==> src/rtl/core/ggp_pkg.sv <==
// ----------------------------------------------------------------------------
// ggp_pkg
// Shared types, register codes and arithmetic helpers of the grain player.
// ----------------------------------------------------------------------------
package ggp_pkg;

   localparam int SAMPLE_DEPTH_DEF = 65536;
   localparam int WINDOW_SIZE_DEF  = 512;
   localparam int CSR_AW           = 5;
   localparam int CSR_DW           = 32;

   localparam logic [63:0] PIQ30   = 64'd3373259426;
   localparam logic [63:0] ONE_Q30 = 64'd1 << 30;

   localparam logic [2:0] REG_MIX_MODE      = 3'd0;
   localparam logic [2:0] REG_SPEED_STEP    = 3'd1;
   localparam logic [2:0] REG_PITCH_STEP    = 3'd2;
   localparam logic [2:0] REG_START_FRAC    = 3'd3;
   localparam logic [2:0] REG_LENGTH_FRAC   = 3'd4;
   localparam logic [2:0] REG_SMOOTHNESS    = 3'd5;
   localparam logic [2:0] REG_SAMPLE_COUNT  = 3'd6;

   localparam logic OP_LOAD  = 1'b0;
   localparam logic OP_FRAME = 1'b1;

   localparam logic [1:0] MOD_SEL_K     = 2'd0;
   localparam logic [1:0] MOD_SEL_PITCH = 2'd1;
   localparam logic [1:0] MOD_SEL_SRC   = 2'd2;

   typedef struct packed {
      logic        mix_mode;
      logic [23:0] speed_step;
      logic [23:0] pitch_step;
      logic [16:0] start_fraction;
      logic [16:0] length_fraction;
      logic [16:0] window_smoothness;
      logic [16:0] sample_count;
   } cfg_type;

   typedef struct packed {
      logic       load_wr;
      logic       capture;
      logic       region_l;
      logic       region_s;
      logic       mod_start;
      logic [1:0] mod_sel;
      logic       k_init;
      logic       q_init;
      logic       ent_rd1;
      logic       ent_rd2;
      logic       ent_mul1;
      logic       ent_mul2;
      logic       ent_mul3;
      logic       ent_wr;
      logic       g_rd;
      logic       mix;
      logic       sp_upd;
      logic       out_load;
      logic       out_pass;
   } dp_cmd_type;

   typedef struct packed {
      logic n_zero;
      logic grain_empty;
      logic last_entry;
      logic mod_done;
   } dp_status_type;

   function automatic logic signed [15:0] sat16(input logic signed [39:0] v);
      logic signed [15:0] r;
      if (v > 40'sd32767) r = 16'sh7fff;
      else if (v < -40'sd32768) r = 16'sh8000;
      else r = v[15:0];
      return r;
   endfunction

   function automatic logic [16:0] clamp_one(input logic [16:0] v);
      return (v > 17'd65536) ? 17'd65536 : v;
   endfunction

   // Hann value in Q0.16 from phase p in Q0.32, sine by odd series to theta^9
   function automatic logic [15:0] hann_q16(input logic [63:0] p);
      logic [63:0] y;
      logic [63:0] th;
      logic [63:0] t2;
      logic [63:0] h;
      logic [63:0] s;
      logic [63:0] w;
      if (p <= 64'h8000_0000) y = p;
      else if (p >= 64'h1_0000_0000) y = 64'd0;
      else y = 64'h1_0000_0000 - p;
      th = (y * PIQ30) >> 32;
      t2 = (th * th) >> 30;
      h  = ONE_Q30 - t2 / 72;
      h  = ONE_Q30 - ((t2 * h) >> 30) / 42;
      h  = ONE_Q30 - ((t2 * h) >> 30) / 20;
      h  = ONE_Q30 - ((t2 * h) >> 30) / 6;
      s  = (th * h) >> 30;
      w  = (s * s + (64'd1 << 43)) >> 44;
      if (w > 64'd65535) w = 64'd65535;
      return w[15:0];
   endfunction

endpackage

==> src/rtl/core/ggp_csr.sv <==
// ----------------------------------------------------------------------------
// ggp_csr
// Configuration registers behind the APB-style port.
// ----------------------------------------------------------------------------
module ggp_csr #(
   parameter int SAMPLE_DEPTH = ggp_pkg::SAMPLE_DEPTH_DEF
) (
   input  logic                       clock,
   input  logic                       reset,
   input  logic                       psel,
   input  logic                       penable,
   input  logic                       pwrite,
   input  logic [ggp_pkg::CSR_AW-1:0] paddr,
   input  logic [ggp_pkg::CSR_DW-1:0] pwdata,
   output logic [ggp_pkg::CSR_DW-1:0] prdata,
   output logic                       pready,
   output ggp_pkg::cfg_type           cfg
);
   import ggp_pkg::*;

   cfg_type     cfg_ff;
   logic        wr_en;
   logic [2:0]  idx;
   logic [16:0] cnt_w;

   assign wr_en = psel & penable & pwrite;
   assign idx   = paddr[4:2];
   assign cnt_w = pwdata[16:0];

   always_ff @(posedge clock) begin
      if (reset) begin
         cfg_ff <= '0;
      end else if (wr_en) begin
         unique case (idx)
            REG_MIX_MODE:     cfg_ff.mix_mode <= pwdata[0];
            REG_SPEED_STEP:   cfg_ff.speed_step <= pwdata[23:0];
            REG_PITCH_STEP:   cfg_ff.pitch_step <= pwdata[23:0];
            REG_START_FRAC:   cfg_ff.start_fraction <= clamp_one(pwdata[16:0]);
            REG_LENGTH_FRAC:  cfg_ff.length_fraction <= clamp_one(pwdata[16:0]);
            REG_SMOOTHNESS:   cfg_ff.window_smoothness <= clamp_one(pwdata[16:0]);
            REG_SAMPLE_COUNT: begin
               if (32'(cnt_w) > 32'(SAMPLE_DEPTH)) cfg_ff.sample_count <= 17'(SAMPLE_DEPTH);
               else cfg_ff.sample_count <= cnt_w;
            end
            default: ;
         endcase
      end
   end

   always_comb begin
      unique case (idx)
         REG_MIX_MODE:     prdata = 32'(cfg_ff.mix_mode);
         REG_SPEED_STEP:   prdata = 32'(cfg_ff.speed_step);
         REG_PITCH_STEP:   prdata = 32'(cfg_ff.pitch_step);
         REG_START_FRAC:   prdata = 32'(cfg_ff.start_fraction);
         REG_LENGTH_FRAC:  prdata = 32'(cfg_ff.length_fraction);
         REG_SMOOTHNESS:   prdata = 32'(cfg_ff.window_smoothness);
         REG_SAMPLE_COUNT: prdata = 32'(cfg_ff.sample_count);
         default:          prdata = 32'd0;
      endcase
   end

   assign pready = 1'b1;
   assign cfg    = cfg_ff;

endmodule

==> config.mk <==
export PLATFORM = sky130hd
export DESIGN_NAME = ggp_csr
export DESIGN_NICKNAME = d
export VERILOG_FILES = /design/src/rtl/core/ggp_pkg.sv /design/src/rtl/core/ggp_csr.sv
export SDC_FILE = /design/constraint.sdc
export NUM_CORES = 1
export LEC_CHECK = 0
export BUFFER_PORTS_ARGS = -buffer_cell sky130_fd_sc_hd__buf_2
export CAP_MARGIN = 20
export CORE_MARGIN = 5
export CORE_UTILIZATION = 55
export CTS_BUF_LIST = sky130_fd_sc_hd__clkbuf_4
export DETAILED_ROUTE_END_ITERATION = 16
export PLACE_DENSITY = 0.91
export SLEW_MARGIN = 15
export SYNTH_ARGS = -nofsm -noshare
export SYNTH_HDL_FRONTEND = slang
export SYNTH_SLANG_ARGS = --single-unit
==> constraint.sdc <==
create_clock -name clock -period 3.3 [get_ports clock]
set_input_delay 0.66 -clock clock [delete_from_list [all_inputs] [get_ports clock]]
set_output_delay 0.66 -clock clock [all_outputs]
set_load 0.05 [all_outputs]
# After elaboration in Yosys (flattened, before gate mapping)
# Index checks and enable logic that the tools add are counted.
# op_classes
order_cmp	2
n_reduce_logical	8
n_mux	3
n_addsub	0
n_bitwise	2
n_eq_ne	6
multipliers	0
shift	0
div	0
# op_table
cell	count
case mux 24 bit (7 select lines)	1
greater-than comparator 17 bit, second input constant	2
two-way mux 17 bit	2
AND reduction 2 bit	7
equality test 3 bit, second input constant	3
equality test 3 x 2 -> 1 bit, second input constant	2
equality test 3 x 1 -> 1 bit, second input constant	1
zero test 3 bit	1
bitwise AND 1 bit	2
# word_totals
out_inout_bits	150
ff_bits	117
memories	0
mem_bits_rw	0
latchBits	0
romBits	0
input_bits	42
wordCells	28

# Longest topological paths before layout
# depth
word_depth	3
ltp_mapped	6
mapped_depth_nobuf	3

# Worst setup path before layout
# Ideal clock, no wire load.
# synth_timing
path_kind	input port to output port
startpoint	in paddr[3] (netlist bit)
endpoint	out prdata[14] (netlist bit)
slack_ns	0.162
n_path_buf	3
path_stages	5
t_arrival_ns	2.478
path_cell_list	buf_4 buf_2 clkbuf_1 a221oi_1 o21ai_0
# synth_via
elab_chain_cells	2
word_cells_on_any_way	8
cone_classes	eq/ne (6); mux (1); reduce/logical (1)
# synth_rtl
element	line_no	rtl
start: declaration	ggp_csr.sv:13	input logic [ggp_pkg::CSR_AW-1:0] paddr,
equality test 3 bit (tied with other cells)	ggp_csr.sv:51	unique case (idx)
case mux 24 bit (7 select lines) *	ggp_csr.sv:51	
end: declaration	ggp_csr.sv:15	output logic [ggp_pkg::CSR_DW-1:0] prdata,
# Every way passes the cells marked *; elsewhere a longest branch is shown, timed or not.

# Final worst setup path
# layout_timing
startpoint	in paddr[2] (netlist bit)
endpoint	out prdata[15] (netlist bit)
# Same word-level chain as after synthesis.

==> results by group <==
Clock network
  – CTS tree: yes
  – CTS root buffer: clkbuf_4
  – CTS buffer count: 17
  – Clock latency at the later pin of the worst-skew pair: 0.53 ns
  – CTS Sinks: between 100 and 150
  – Hold-fix buffers at CTS: 0
  – Worst-path clk slew: 0.11 ns
  – Post-CTS sizing: 0
  – Setup Fix Bufs, Post-CTS: 0
  – H-tree Lvls: 4
  – Clock buffer depth: 2

Floorplan
  – Initial Utilization: approximately 56%
  – Die span in x: 113 um
  – Core Footprint: ~0.010 mm^2
  – Die area: 0.0128 mm^2
  – Placement row count: 37
  – Die outline height: 113 um
  – Boundary Pins: 192

Routing
  – Average routed wire per standard cell: just over 20 um
  – Routed wire length: roughly 18 mm
  – Initial DRC Count: about 280
  – DRC viols: 0
  – First-pass DRT Iterations: 5
  – Drt via density: 5.86
  – Antenna Nets Post-Route: 0
  – Total number of vias: approximately 5,200

Synthesis
  – Synthesized area: 0.00585 mm^2
  – Syn Inst Count: between 500 and 600
  – Yosys reg bits: 117
  – Post-Synth Simple-Gate Area: 21.4%
  – Post-synthesis mux area share: roughly 23%
  – Xor and xnor area share after synthesis: 0%
  – Register area share after synthesis: 40.1%
  – Synth Warn #: 0
  – Yosys cell types: 35
  – Adder-cell share of the synthesized area: 0%
  – Main combinational cell family by area after synthesis: multiplexers
  – Compound-cell area share of the yosys netlist: 9.09%
  – Syn Area/Cell: 9.98 um^2

GRT
  – Largest net degree at the start of global routing: approximately 130
  – Vias in the first global route: 5,374
  – Initial antenna violation count: 2
  – First-pass GRT wire length: about 28 mm
  – Gr usage total: between 20 and 30%
  – GRT overflow: 0

Worst setup path
  – Slowest CP cell: and2b_1
  – Reg2reg start: cfg[54]
  – Critical Path Start Type: primary input
  – Worst Reg-to-Reg Cells: 3
  – Max Fanout on Critical Path: 14
  – Worst EP arrival: 2.33 ns
  – Worst stage delay on the critical path: 0.66 ns
  – FF-to-FF setup slack: 2.41 ns
  – CP endpoint kind: output pin
  – CP Launch Point: paddr[2]
  – CP dominant cell by count: buf_2
  – Setup Crit Path Kind: primary input to output pin
  – CP required: 2.64 ns
  – Cell-by-cell trace of the critical path: buf_2 > and2b_1 > a221oi_1 > o21ai_0 > buf_2
  – Reg2reg end: cfg[54]

STA
  – Final worst-path cycle share: 90.7%
  – TNS Setup: 0 ns
  – Rel. slew slack: 36.5%
  – Highest clock rate: about 330 MHz
  – RSZ-0062 raised after global routing: false
  – Slew Viols, Final: 0
  – Fin crit period: ~3.0 ns
  – Worst slew pin tran: 0.953 ns
  – Clock skew: 0 ns
  – Final setup fails: 0
  – Hold Slack: 0.410 ns
  – Hold violation total from the final report: 0

Placed design
  – Dpl cell area: approximately 0.0067 mm^2
  – DP HPWL: 12.6 mm
  – Global placement routability congestion: 0.823
  – Port Buf Inserts: 172

Pwr
  – Static Leak: around 3.6 nW
  – Pwr per Cell Area: approximately 390 mW/mm^2
  – Max VDD drop: 219 uV

Worst hold path
  – Worst Hold Launch: pwdata[20]
  – Hold Path Sink: cfg[112]
  – Min-Delay Path Depth: 3
  – Worst hold path type: primary input to register

Finish
  – Register area: 0.00234 mm^2
  – Area growth, synth to finish: 19.6%
  – Final instance area: 0.00699 mm^2
  – Layout cell share with drive strength beyond 1: 35.1%
  – Max FFs per register: 117
  – Filler cells: between 800 and 900
  – Area taken by multi-input logic gates: 0.00317 mm^2
  – Nets@finish: about 800

Status
  – Run status: complete, no violations

Flow run
  – Max Cap Violations: 0
## report_power, final
| group | internal, W | leakage, nW | switching [W] | total (W) |
|---|---|---|---|---|
| Clock | 0.000450 | 0.145 | 0.000565 | 0.00102 |
| Sequential | 0.00142 | 0.943 | 0.00000647 | 0.00143 |
| Combinational | 0.0000967 | 2.47 | 0.000211 | 0.000308 |
| Total | 0.00197 | 3.56 | 0.000783 | 0.00275 |
## layout by cell type, fill, tap and decap left out, types with 2 or more instances in the layout
cell	netlist	final
a21oi_1	2	2
a221oi_1	17	17
a22oi_1	15	15
a32oi_1	2	2
and2b_1	3	3
buf_2	11	171
buf_4	15	19
bufinv_16	0	2
clkbuf_4	0	18
clkinv_2	0	5
clkinv_4	0	3
clkinvlp_4	0	3
conb_1	2	9
dfxtp_1	117	117
diode_2	0	2
inv_1	3	3
mux2_1	3	3
mux2_2	20	20
mux2i_1	106	106
nand2_1	9	9
nand2_4	2	2
nand2b_1	125	125
nand3_1	2	2
nor2_1	13	13
nor2b_1	19	19
o21ai_0	33	33
o21ai_1	3	3
o221ai_1	6	6
or3b_2	16	16
## worst max path at each step
stage / slack (ns) / end / depth (start not counted)
floorplan: 0.16 / prdata[14] / 5
global placement: 0.36 / prdata[10] / 6
detailed placement: 0.34 / prdata[15] / 5
CTS: 0.33 / prdata[15] / 5
global route: 0.23 / prdata[15] / 5
finish: 0.31 / prdata[15] / 5
## layer usage
layer | GRT usage (%) | wire, um | vias up
met4 | 17.7 | 932 | 0
met1 | 33.2 | 7130 | 2534
li1 | - | - | 2361
met3 | 6.79 | 1420 | 79
met2 | 46.4 | 8760 | 274
met5 | 0 | 0 | -
## worst max-delay path, delay by kind of cell
family	cells	cell delay (ns)
simple gates	1	0.66
buf+inv	2	0.54
compound gates	2	0.46
## stage by stage
| step | instances | utilization (%) | setup slack, ns | power, W |
|---|---|---|---|---|
| 2_1_floorplan | 593 | - | 0.162 | 0.00168 |
| 3_3_place_gp | 862 | 64.8 | 0.361 | 0.00175 |
| 3_5_place_dp | 862 | 64.8 | 0.339 | 0.00176 |
| 4_1_cts | 894 | 67.4 | 0.334 | 0.00275 |
| 5_1_grt | 896 | 67.4 | 0.227 | 0.00284 |
| 6_report | 896 | 67.4 | 0.307 | 0.00275 |
## Yosys cell counts (all sizes together)
cell | n | area share [%]
inv | 3 | 0.19
or3b | 16 | 2.4
and4b | 1 | 0.17
and2b | 3 | 0.39
mux2i | 106 | 18
a22oi | 15 | 1.9
clkbuf | 24 | 1.5
nor2 | 13 | 0.83
a221oi | 17 | 2.5
o221ai | 6 | 0.90
dfxtp | 117 | 40
nor3 | 1 | 0.28
mux4 | 1 | 0.39
o21ai | 36 | 3.1
nor3b | 1 | 0.13
nand4 | 1 | 0.21
nor2b | 19 | 2.0
a21oi | 2 | 0.17
a32oi | 2 | 0.30
mux2 | 24 | 4.7
nand2 | 12 | 1.1
nand3 | 3 | 0.34
conb | 2 | 0.13
and4 | 1 | 0.15
nand2b | 125 | 13
buf | 34 | 4.4
a222oi | 1 | 0.17
## cell type report
type	instances	area share [%]
multi-input combinational	415	45.4
sequential	117	33.5
timing repair buffer	191	14.6
tap	136	2.43
clock inverter	14	1.97
clock buffer	18	1.93
inverter	3	0.161
antenna	2	0.0716
## logic make-up (layout without fill, tap and decap cells)
kind of cell | Yosys count | in the layout
and+or+nand+nor | 196 | 196
muxes | 131 | 131
DFF | 117 | 117
AOI/OAI and AO/OA | 79 | 79
buffers and inverters | 61 | 226
other | 2 | 11
(Power assumes the default switching activity.)
