[src/rtl/core/ggp_pkg.sv]
// ----------------------------------------------------------------------------
// ggp_pkg
// Shared types, register codes and arithmetic helpers of the grain player.
// ----------------------------------------------------------------------------
package ggp_pkg;

   localparam int SAMPLE_DEPTH_DEF = 65536;
   localparam int WINDOW_SIZE_DEF  = 512;
   localparam int CSR_AW           = 5;
   localparam int CSR_DW           = 32;

   localparam logic [63:0] PIQ30   = 64'd3373259426;
   localparam logic [63:0] ONE_Q30 = 64'd1 << 30;

   localparam logic [2:0] REG_MIX_MODE      = 3'd0;
   localparam logic [2:0] REG_SPEED_STEP    = 3'd1;
   localparam logic [2:0] REG_PITCH_STEP    = 3'd2;
   localparam logic [2:0] REG_START_FRAC    = 3'd3;
   localparam logic [2:0] REG_LENGTH_FRAC   = 3'd4;
   localparam logic [2:0] REG_SMOOTHNESS    = 3'd5;
   localparam logic [2:0] REG_SAMPLE_COUNT  = 3'd6;

   localparam logic OP_LOAD  = 1'b0;
   localparam logic OP_FRAME = 1'b1;

   localparam logic [1:0] MOD_SEL_K     = 2'd0;
   localparam logic [1:0] MOD_SEL_PITCH = 2'd1;
   localparam logic [1:0] MOD_SEL_SRC   = 2'd2;

   typedef struct packed {
      logic        mix_mode;
      logic [23:0] speed_step;
      logic [23:0] pitch_step;
      logic [16:0] start_fraction;
      logic [16:0] length_fraction;
      logic [16:0] window_smoothness;
      logic [16:0] sample_count;
   } cfg_type;

   typedef struct packed {
      logic       load_wr;
      logic       capture;
      logic       region_l;
      logic       region_s;
      logic       mod_start;
      logic [1:0] mod_sel;
      logic       k_init;
      logic       q_init;
      logic       ent_rd1;
      logic       ent_rd2;
      logic       ent_mul1;
      logic       ent_mul2;
      logic       ent_mul3;
      logic       ent_wr;
      logic       g_rd;
      logic       mix;
      logic       sp_upd;
      logic       out_load;
      logic       out_pass;
   } dp_cmd_type;

   typedef struct packed {
      logic n_zero;
      logic grain_empty;
      logic last_entry;
      logic mod_done;
   } dp_status_type;

   function automatic logic signed [15:0] sat16(input logic signed [39:0] v);
      logic signed [15:0] r;
      if (v > 40'sd32767) r = 16'sh7fff;
      else if (v < -40'sd32768) r = 16'sh8000;
      else r = v[15:0];
      return r;
   endfunction

   function automatic logic [16:0] clamp_one(input logic [16:0] v);
      return (v > 17'd65536) ? 17'd65536 : v;
   endfunction

   // Hann value in Q0.16 from phase p in Q0.32, sine by odd series to theta^9
   function automatic logic [15:0] hann_q16(input logic [63:0] p);
      logic [63:0] y;
      logic [63:0] th;
      logic [63:0] t2;
      logic [63:0] h;
      logic [63:0] s;
      logic [63:0] w;
      if (p <= 64'h8000_0000) y = p;
      else if (p >= 64'h1_0000_0000) y = 64'd0;
      else y = 64'h1_0000_0000 - p;
      th = (y * PIQ30) >> 32;
      t2 = (th * th) >> 30;
      h  = ONE_Q30 - t2 / 72;
      h  = ONE_Q30 - ((t2 * h) >> 30) / 42;
      h  = ONE_Q30 - ((t2 * h) >> 30) / 20;
      h  = ONE_Q30 - ((t2 * h) >> 30) / 6;
      s  = (th * h) >> 30;
      w  = (s * s + (64'd1 << 43)) >> 44;
      if (w > 64'd65535) w = 64'd65535;
      return w[15:0];
   endfunction

endpackage

[src/rtl/core/ggp_ctrl.sv]
// ----------------------------------------------------------------------------
// ggp_ctrl
// Sequencer for load and frame items; drives the datapath commands.
// ----------------------------------------------------------------------------
module ggp_ctrl (
   input  logic                   clock,
   input  logic                   reset,
   input  logic                   req_tvalid,
   input  logic                   req_opcode,
   output logic                   req_tready,
   output logic                   rsp_tvalid,
   input  logic                   rsp_tready,
   input  ggp_pkg::dp_status_type status,
   output ggp_pkg::dp_cmd_type    cmd
);
   import ggp_pkg::*;

   localparam logic [3:0] ST_IDLE  = 4'd0;
   localparam logic [3:0] ST_CHK   = 4'd1;
   localparam logic [3:0] ST_RGN_S = 4'd2;
   localparam logic [3:0] ST_MOD_K = 4'd3;
   localparam logic [3:0] ST_MOD_Q = 4'd4;
   localparam logic [3:0] ST_RD1   = 4'd5;
   localparam logic [3:0] ST_RD2   = 4'd6;
   localparam logic [3:0] ST_MUL1  = 4'd7;
   localparam logic [3:0] ST_MUL2  = 4'd8;
   localparam logic [3:0] ST_MUL3  = 4'd9;
   localparam logic [3:0] ST_WR    = 4'd10;
   localparam logic [3:0] ST_G_RD  = 4'd11;
   localparam logic [3:0] ST_MIX   = 4'd12;
   localparam logic [3:0] ST_SP    = 4'd13;
   localparam logic [3:0] ST_OUT   = 4'd14;

   logic [3:0] state_ff;
   logic [3:0] state_in;
   logic       pass_ff;
   logic       pass_in;
   logic       valid_ff;
   logic       accept;

   assign req_tready = (state_ff == ST_IDLE);
   assign accept     = req_tvalid & req_tready;
   assign rsp_tvalid = valid_ff;

   always_comb begin
      state_in = state_ff;
      pass_in  = pass_ff;
      cmd      = '0;
      unique case (state_ff)
         ST_IDLE: begin
            if (accept) begin
               if (req_opcode == OP_LOAD) begin
                  cmd.load_wr = 1'b1;
               end else begin
                  cmd.capture = 1'b1;
                  state_in    = ST_CHK;
               end
            end
         end
         ST_CHK: begin
            pass_in = status.n_zero;
            if (status.n_zero) begin
               state_in = ST_OUT;
            end else begin
               cmd.region_l = 1'b1;
               state_in     = ST_RGN_S;
            end
         end
         ST_RGN_S: begin
            cmd.region_s = 1'b1;
            if (status.grain_empty) begin
               cmd.mod_start = 1'b1;
               cmd.mod_sel   = MOD_SEL_K;
               state_in      = ST_MOD_K;
            end else begin
               state_in = ST_G_RD;
            end
         end
         ST_MOD_K: begin
            cmd.mod_sel = MOD_SEL_K;
            if (status.mod_done) begin
               cmd.k_init    = 1'b1;
               cmd.mod_start = 1'b1;
               cmd.mod_sel   = MOD_SEL_PITCH;
               state_in      = ST_MOD_Q;
            end
         end
         ST_MOD_Q: begin
            cmd.mod_sel = MOD_SEL_PITCH;
            if (status.mod_done) begin
               cmd.q_init = 1'b1;
               state_in   = ST_RD1;
            end
         end
         ST_RD1: begin
            cmd.ent_rd1 = 1'b1;
            state_in    = ST_RD2;
         end
         ST_RD2: begin
            cmd.ent_rd2 = 1'b1;
            state_in    = ST_MUL1;
         end
         ST_MUL1: begin
            cmd.ent_mul1 = 1'b1;
            state_in     = ST_MUL2;
         end
         ST_MUL2: begin
            cmd.ent_mul2 = 1'b1;
            state_in     = ST_MUL3;
         end
         ST_MUL3: begin
            cmd.ent_mul3 = 1'b1;
            state_in     = ST_WR;
         end
         ST_WR: begin
            cmd.ent_wr = 1'b1;
            state_in   = status.last_entry ? ST_G_RD : ST_RD1;
         end
         ST_G_RD: begin
            cmd.g_rd = 1'b1;
            state_in = ST_MIX;
         end
         ST_MIX: begin
            cmd.mix       = 1'b1;
            cmd.mod_start = 1'b1;
            cmd.mod_sel   = MOD_SEL_SRC;
            state_in      = ST_SP;
         end
         ST_SP: begin
            cmd.mod_sel = MOD_SEL_SRC;
            if (status.mod_done) begin
               cmd.sp_upd = 1'b1;
               state_in   = ST_OUT;
            end
         end
         ST_OUT: begin
            cmd.out_pass = pass_ff;
            if (!valid_ff || rsp_tready) begin
               cmd.out_load = 1'b1;
               state_in     = ST_IDLE;
            end
         end
         default: state_in = ST_IDLE;
      endcase
   end

   always_ff @(posedge clock) begin
      if (reset) begin
         state_ff <= ST_IDLE;
         pass_ff  <= 1'b0;
         valid_ff <= 1'b0;
      end else begin
         state_ff <= state_in;
         pass_ff  <= pass_in;
         if (cmd.out_load) valid_ff <= 1'b1;
         else if (rsp_tready) valid_ff <= 1'b0;
      end
   end

endmodule

[config.mk]
export PLATFORM = sky130hd
export DESIGN_NAME = ggp_ctrl
export DESIGN_NICKNAME = d
export VERILOG_FILES = /design/src/rtl/core/ggp_pkg.sv /design/src/rtl/core/ggp_ctrl.sv
export SDC_FILE = /design/constraint.sdc
export NUM_CORES = 1
export LEC_CHECK = 0
export ABC_CLOCK_PERIOD_IN_PS = 1400
export BUFFER_PORTS_ARGS = -buffer_cell sky130_fd_sc_hd__buf_4
export CELL_PAD_IN_SITES_DETAIL_PLACEMENT = 0
export CELL_PAD_IN_SITES_GLOBAL_PLACEMENT = 1
export CORE_ASPECT_RATIO = 1.5
export CORE_MARGIN = 2
export CORE_UTILIZATION = 25
export DETAILED_ROUTE_END_ITERATION = 10
export GPL_ROUTABILITY_DRIVEN = 0
export PLACE_DENSITY_LB_ADDON = 0.08
export SYNTH_ARGS = -nofsm -noshare
export SYNTH_HDL_FRONTEND = slang
export SYNTH_SLANG_ARGS = --single-unit
export TNS_END_PERCENT = 100
[constraint.sdc]
create_clock -name clock -period 1.4 [get_ports clock]
set_input_delay 0.28 -clock clock [delete_from_list [all_inputs] [get_ports clock]]
set_output_delay 0.28 -clock clock [all_outputs]
set_load 0.05 [all_outputs]
### Word-level counts from Yosys, hierarchy flattened

Index checks and enable logic that the tools add are counted.

| operators by class | value |
|---|---|
| equal/unequal tests | 20 |
| mux-type cells | 37 |
| bitwise gates (word level) | 1 |
| reductions and logical operators | 6 |

Operators by type and width:

| kind | count |
|---|---|
| case mux 4 bit (15 select lines) | 1 |
| 2-to-1 mux 4 bit | 10 |
| == test 4 bit (second input constant) | 7 |
| 2-to-1 mux 1 bit | 20 |
| == test 4 x 3 -> 1 bit (second input constant) | 4 |
| != test 2 bit (second input constant) | 5 |
| == test 4 x 2 -> 1 bit (second input constant) | 2 |
| case mux 2 bit (4 select lines) | 1 |
| 2-to-1 mux 2 bit | 3 |
| AND reduction 6 bit | 1 |
| == test 4 x 1 -> 1 bit (second input constant) | 1 |
| zero test 4 bit | 1 |
| 2-to-1 mux 3 bit | 1 |
| case mux 1 bit (3 select lines) | 1 |
| != test 2 x 1 -> 1 bit (second input constant) | 1 |
| nonzero test 2 bit | 1 |
| OR reduction 2 bit | 1 |
| AND 1 bit | 1 |
| zero test 1 bit | 1 |
| logical OR 1 bit | 1 |

| storage, ports and cells | value |
|---|---|
| register bits | 6 |
| bits of input ports | 9 |
| output and inout bits | 22 |
| word-level logic and storage cells | 67 |

### Longest topological paths before layout

| logic depth | value |
|---|---|
| word-level depth | 5 |
| mapped depth | 6 |
| depth with buffers taken out | 4 |

### Worst setup path after synthesis

OpenSTA, ideal clock, no wires.

| timing path | value |
|---|---|
| path kind | register -> output |
| from | register state_ff[0] |
| to | output port cmd[19] in the netlist's numbering |
| data arrival time | 2316 ps |
| data required time | 1120 ps |
| slack | -1196 ps |
| stages on the path, launching flop included | 5 |
| path buffers | 1 |
| cells stage by stage | dfxtp_1 -> buf_2 -> nor4_2 -> nand2_1 -> nor2_1 |

RTL lines:

| element | RTL line | text |
|---|---|---|
| start, declared | ggp_ctrl.sv:34 | `logic [3:0] state_ff;` |
| start signal, assigned | ggp_ctrl.sv:153 | `state_ff <= state_in;` |
| end, declared | ggp_ctrl.sv:14 | `output ggp_pkg::dp_cmd_type cmd` |

==> flow_summary_export.csv <==
group,metric,value,unit
detailed_routing,drt_pre_antenna_iters,3,
critical_path,crit_path_top_delay_cell,"or4b_4",
power,power.density,2110,nW/um2
clocking,worst_skew_pair.late_latency,0.24,ns
yosys,synth-seq-cells,6,
clocking,cts.htree.levels,1,
clocking,cts_tree,"done",
yosys,asyncSetResetFlopFracSynth,0,%
detailed_routing,drcViolationCount,0,
placed_design,dp_worst_setup_slack,-0.170,ns
run_status,result_of_the_run,"finished with violations",
clocking,cts_made_buffers,3,
global_route,grt_pass1_wl,4140,um
critical_path,path_class,"flip-flop to primary output",
worst_hold_path,worst_hold_path_type,"input port to flip-flop",
yosys,post-synth-top-area-fraction,19.4,%
detailed_routing,drt_wl_total,2440,um
power,vdd_drop_max,1190,uV
power,leak_pwr,0.668,nW
die,design.core.area,2390,um2
timing,finalHoldViolations,0,
placed_design,numPortBuffers,30,
critical_path,critical-path-max-stage-delay,0.58,ns
die,die_area,2900,um2
clocking,numClockSinks,6,
global_route,globalRoute.totalOverflow,0,
run_status,failed_checks,"setup timing",
timing,fin_crit_sh,123,%
worst_hold_path,hold_start,"reset",
yosys,synth_top_cell_by_area,"dfxtp_1",
layout,finalNonFillerCells,179,
layout,post_route_standard_cell_area_excluding_fillers,1630,um2
timing,worstMarginPinSlew,0.288,ns
critical_path,critical_path_buf_inv_count,1,
die,die_height,65.0,um
clocking,cts_buffer_depth,2,
layout,fin_util,68.1,%
critical_path,crit_start,"state_ff[3]",
die,fp-row-count,22,
timing,rsz0062_at_grt,"yes",
yosys,syn_avg_cell_area,6.81,um2
worst_hold_path,worstHoldPathCells,2,
run,max_cap_violations,0,
yosys,synth_area,619,um2
timing,setup_viol,25,
global_route,grt_use_total,18.5,%
timing,period_needed,1.72,ns
clocking,worst_setup_hold_path_clk_slew,0.05,ns
yosys,synth-seq-area-share,19.4,%
detailed_routing,routed-via-count,925,
critical_path,cp_max_fanout,4,
layout,fillers,188,
critical_path,path_depth,3,
timing,slew_margin_rel,80.7,%
placed_design,post-dp-hpwl,1610,um
placed_design,detailed_place.area,1190,um2
placed_design,placed_instances,160,
yosys,synth-edff-count,0,
critical_path,critical_path.top_delay_family,"simple AND/OR/NAND/NOR gates",
critical_path,cp.arrival,1.44,ns
timing,fmax,580,MHz
clocking,post_cts_hold_buffer_count,0,
layout,layout-drive-gt1-share,76.8,%
detailed_routing,routedWlPerCell,13.6,um
layout,seq_area,133,um2
yosys,yosysUniqueCellTypes,36,
detailed_routing,drtAntennaViolNets,0,
timing,setup_slack,-0.324,ns
yosys,syn-num-nets,100,
yosys,syn-instance-count,91,
yosys,synth_warnings,0,
yosys,postSynth.topFlopCell,"dfxtp_1",
critical_path,worstPathCellList,"or4b_4 > nor2_4 > buf_6",
layout,area_growth,163,%
die,io_pins,31,
critical_path,worstSetupEndpointType,"primary output",
global_route,grt_max_degree,15,
detailed_routing,initialDrtViolationCount,7,
timing,fin_hold_ws,0.241,ns
critical_path,worstRegToRegCells,5,
die,die_w,44.6,um
layout,finalNetCount,165,
critical_path,timing.critical_path.from_type,"flip-flop",
timing,worst_clock_skew,0.00166,ns
yosys,synth.top_cells.by_area,"dfxtp_1 19%, nor2_1 9.7%, a21oi_1 7.3%",
layout,multiInputGateArea,753,um2
layout,n_antenna_cell,0,
clocking,clock_tree.root_cell,"clkbuf_4",
layout,most-common-layout-cells,"31 x buf_4, 31 x buf_6, 11 x nor2_4",
die,start_util,25.9,%
global_route,number_of_antenna_violations_at_the_first_check_in_global_routing,0,
timing,final_max_tran_viols,0,
global_route,grt_pass1_vias,959,
critical_path,required,1.12,ns
detailed_routing,avgViaCountPerCell,5.17,
critical_path,crit-reg2reg-launch,"state_ff[3]",
## worst register-to-register path: stages, from the launching register on
cell,delay (ns)
dfxtp_4,0.36
buf_6,0.12
or4bb_4,0.55
a31o_4,0.28
a21oi_1,0.14
a311oi_1,0.06
## per-stage QoR
step           total power [mW]  TNS (ns)
4_1_cts                    3.21     -5.69
6_report                   3.45     -5.42
2_1_floorplan              1.87     -3.41
5_1_grt                    3.65     -7.09
3_5_place_dp               2.38     -2.10
3_3_place_gp               2.37     -1.77
## cell families (layout without fill, tap and decap cells)
kind of cell / count (synthesis) / in the layout / share of synthesized area [%]
AO/OA/AOI/OAI: 24 / 24 / 25.9
buffers and inverters: 11 / 75 / 8.69
flip-flops: 6 / 6 / 19.4
multiplexers: 2 / 2 / 3.43
AND/OR/NAND/NOR: 48 / 48 / 42.6
## synthesized netlist by cell type (all sizes together) (3+ instances only)
master / instances
a21oi: 9
buf: 7
dfxtp: 6
inv: 3
nand2: 5
nand2b: 6
nor2: 16
nor2b: 3
nor3: 5
o21ai: 3
## final timing paths
path,end,slack (ns)
worst max register to register,state_ff[3],-0.22
worst min register to register,pass_ff,0.51
worst max-delay path,cmd[11],-0.32
worst min-delay path,state_ff[1],0.24
## metal layers
| metal | wire, um | global-route usage, % | vias up |
|---|---|---|---|
| met5 | 0 | 0 | - |
| met4 | 46 | 8.71 | 0 |
| met3 | 81 | 1.67 | 4 |
| met2 | 1390 | 31.7 | 22 |
| met1 | 920 | 22.1 | 437 |
| li1 | - | - | 462 |
## sequential cells by signal, indices dropped and copies added, names as in the netlist
signal,cells
state_ff,4
rsp_tvalid,1
pass_ff,1
## repair_timing
| item | CTS | global route |
|---|---|---|
| pin swaps | 16 | 9 |
| setup endpoints to repair | 26 | 26 |
| gates resized for setup | 60 | 19 |
| hold endpoints to repair | 0 | 0 |
| buffers inserted | 12 | 4 |
## report_power, final
part	switching, mW	leakage (nW)	internal [mW]
Combinational	1.52	0.601	1.41
Clock	0.0689	0.0150	0.108
Sequential	0.0928	0.0515	0.251
## area by class of cell
cell class              instances  area share [%]
well taps                      24            1.84
flip-flops and latches          6            8.14
clock buffers                   4            1.61
inverters                       3           0.998
multi-input cells              74            46.2
repair buffers                 68            41.2
Note: power is estimated with default switching activity, not from simulation.
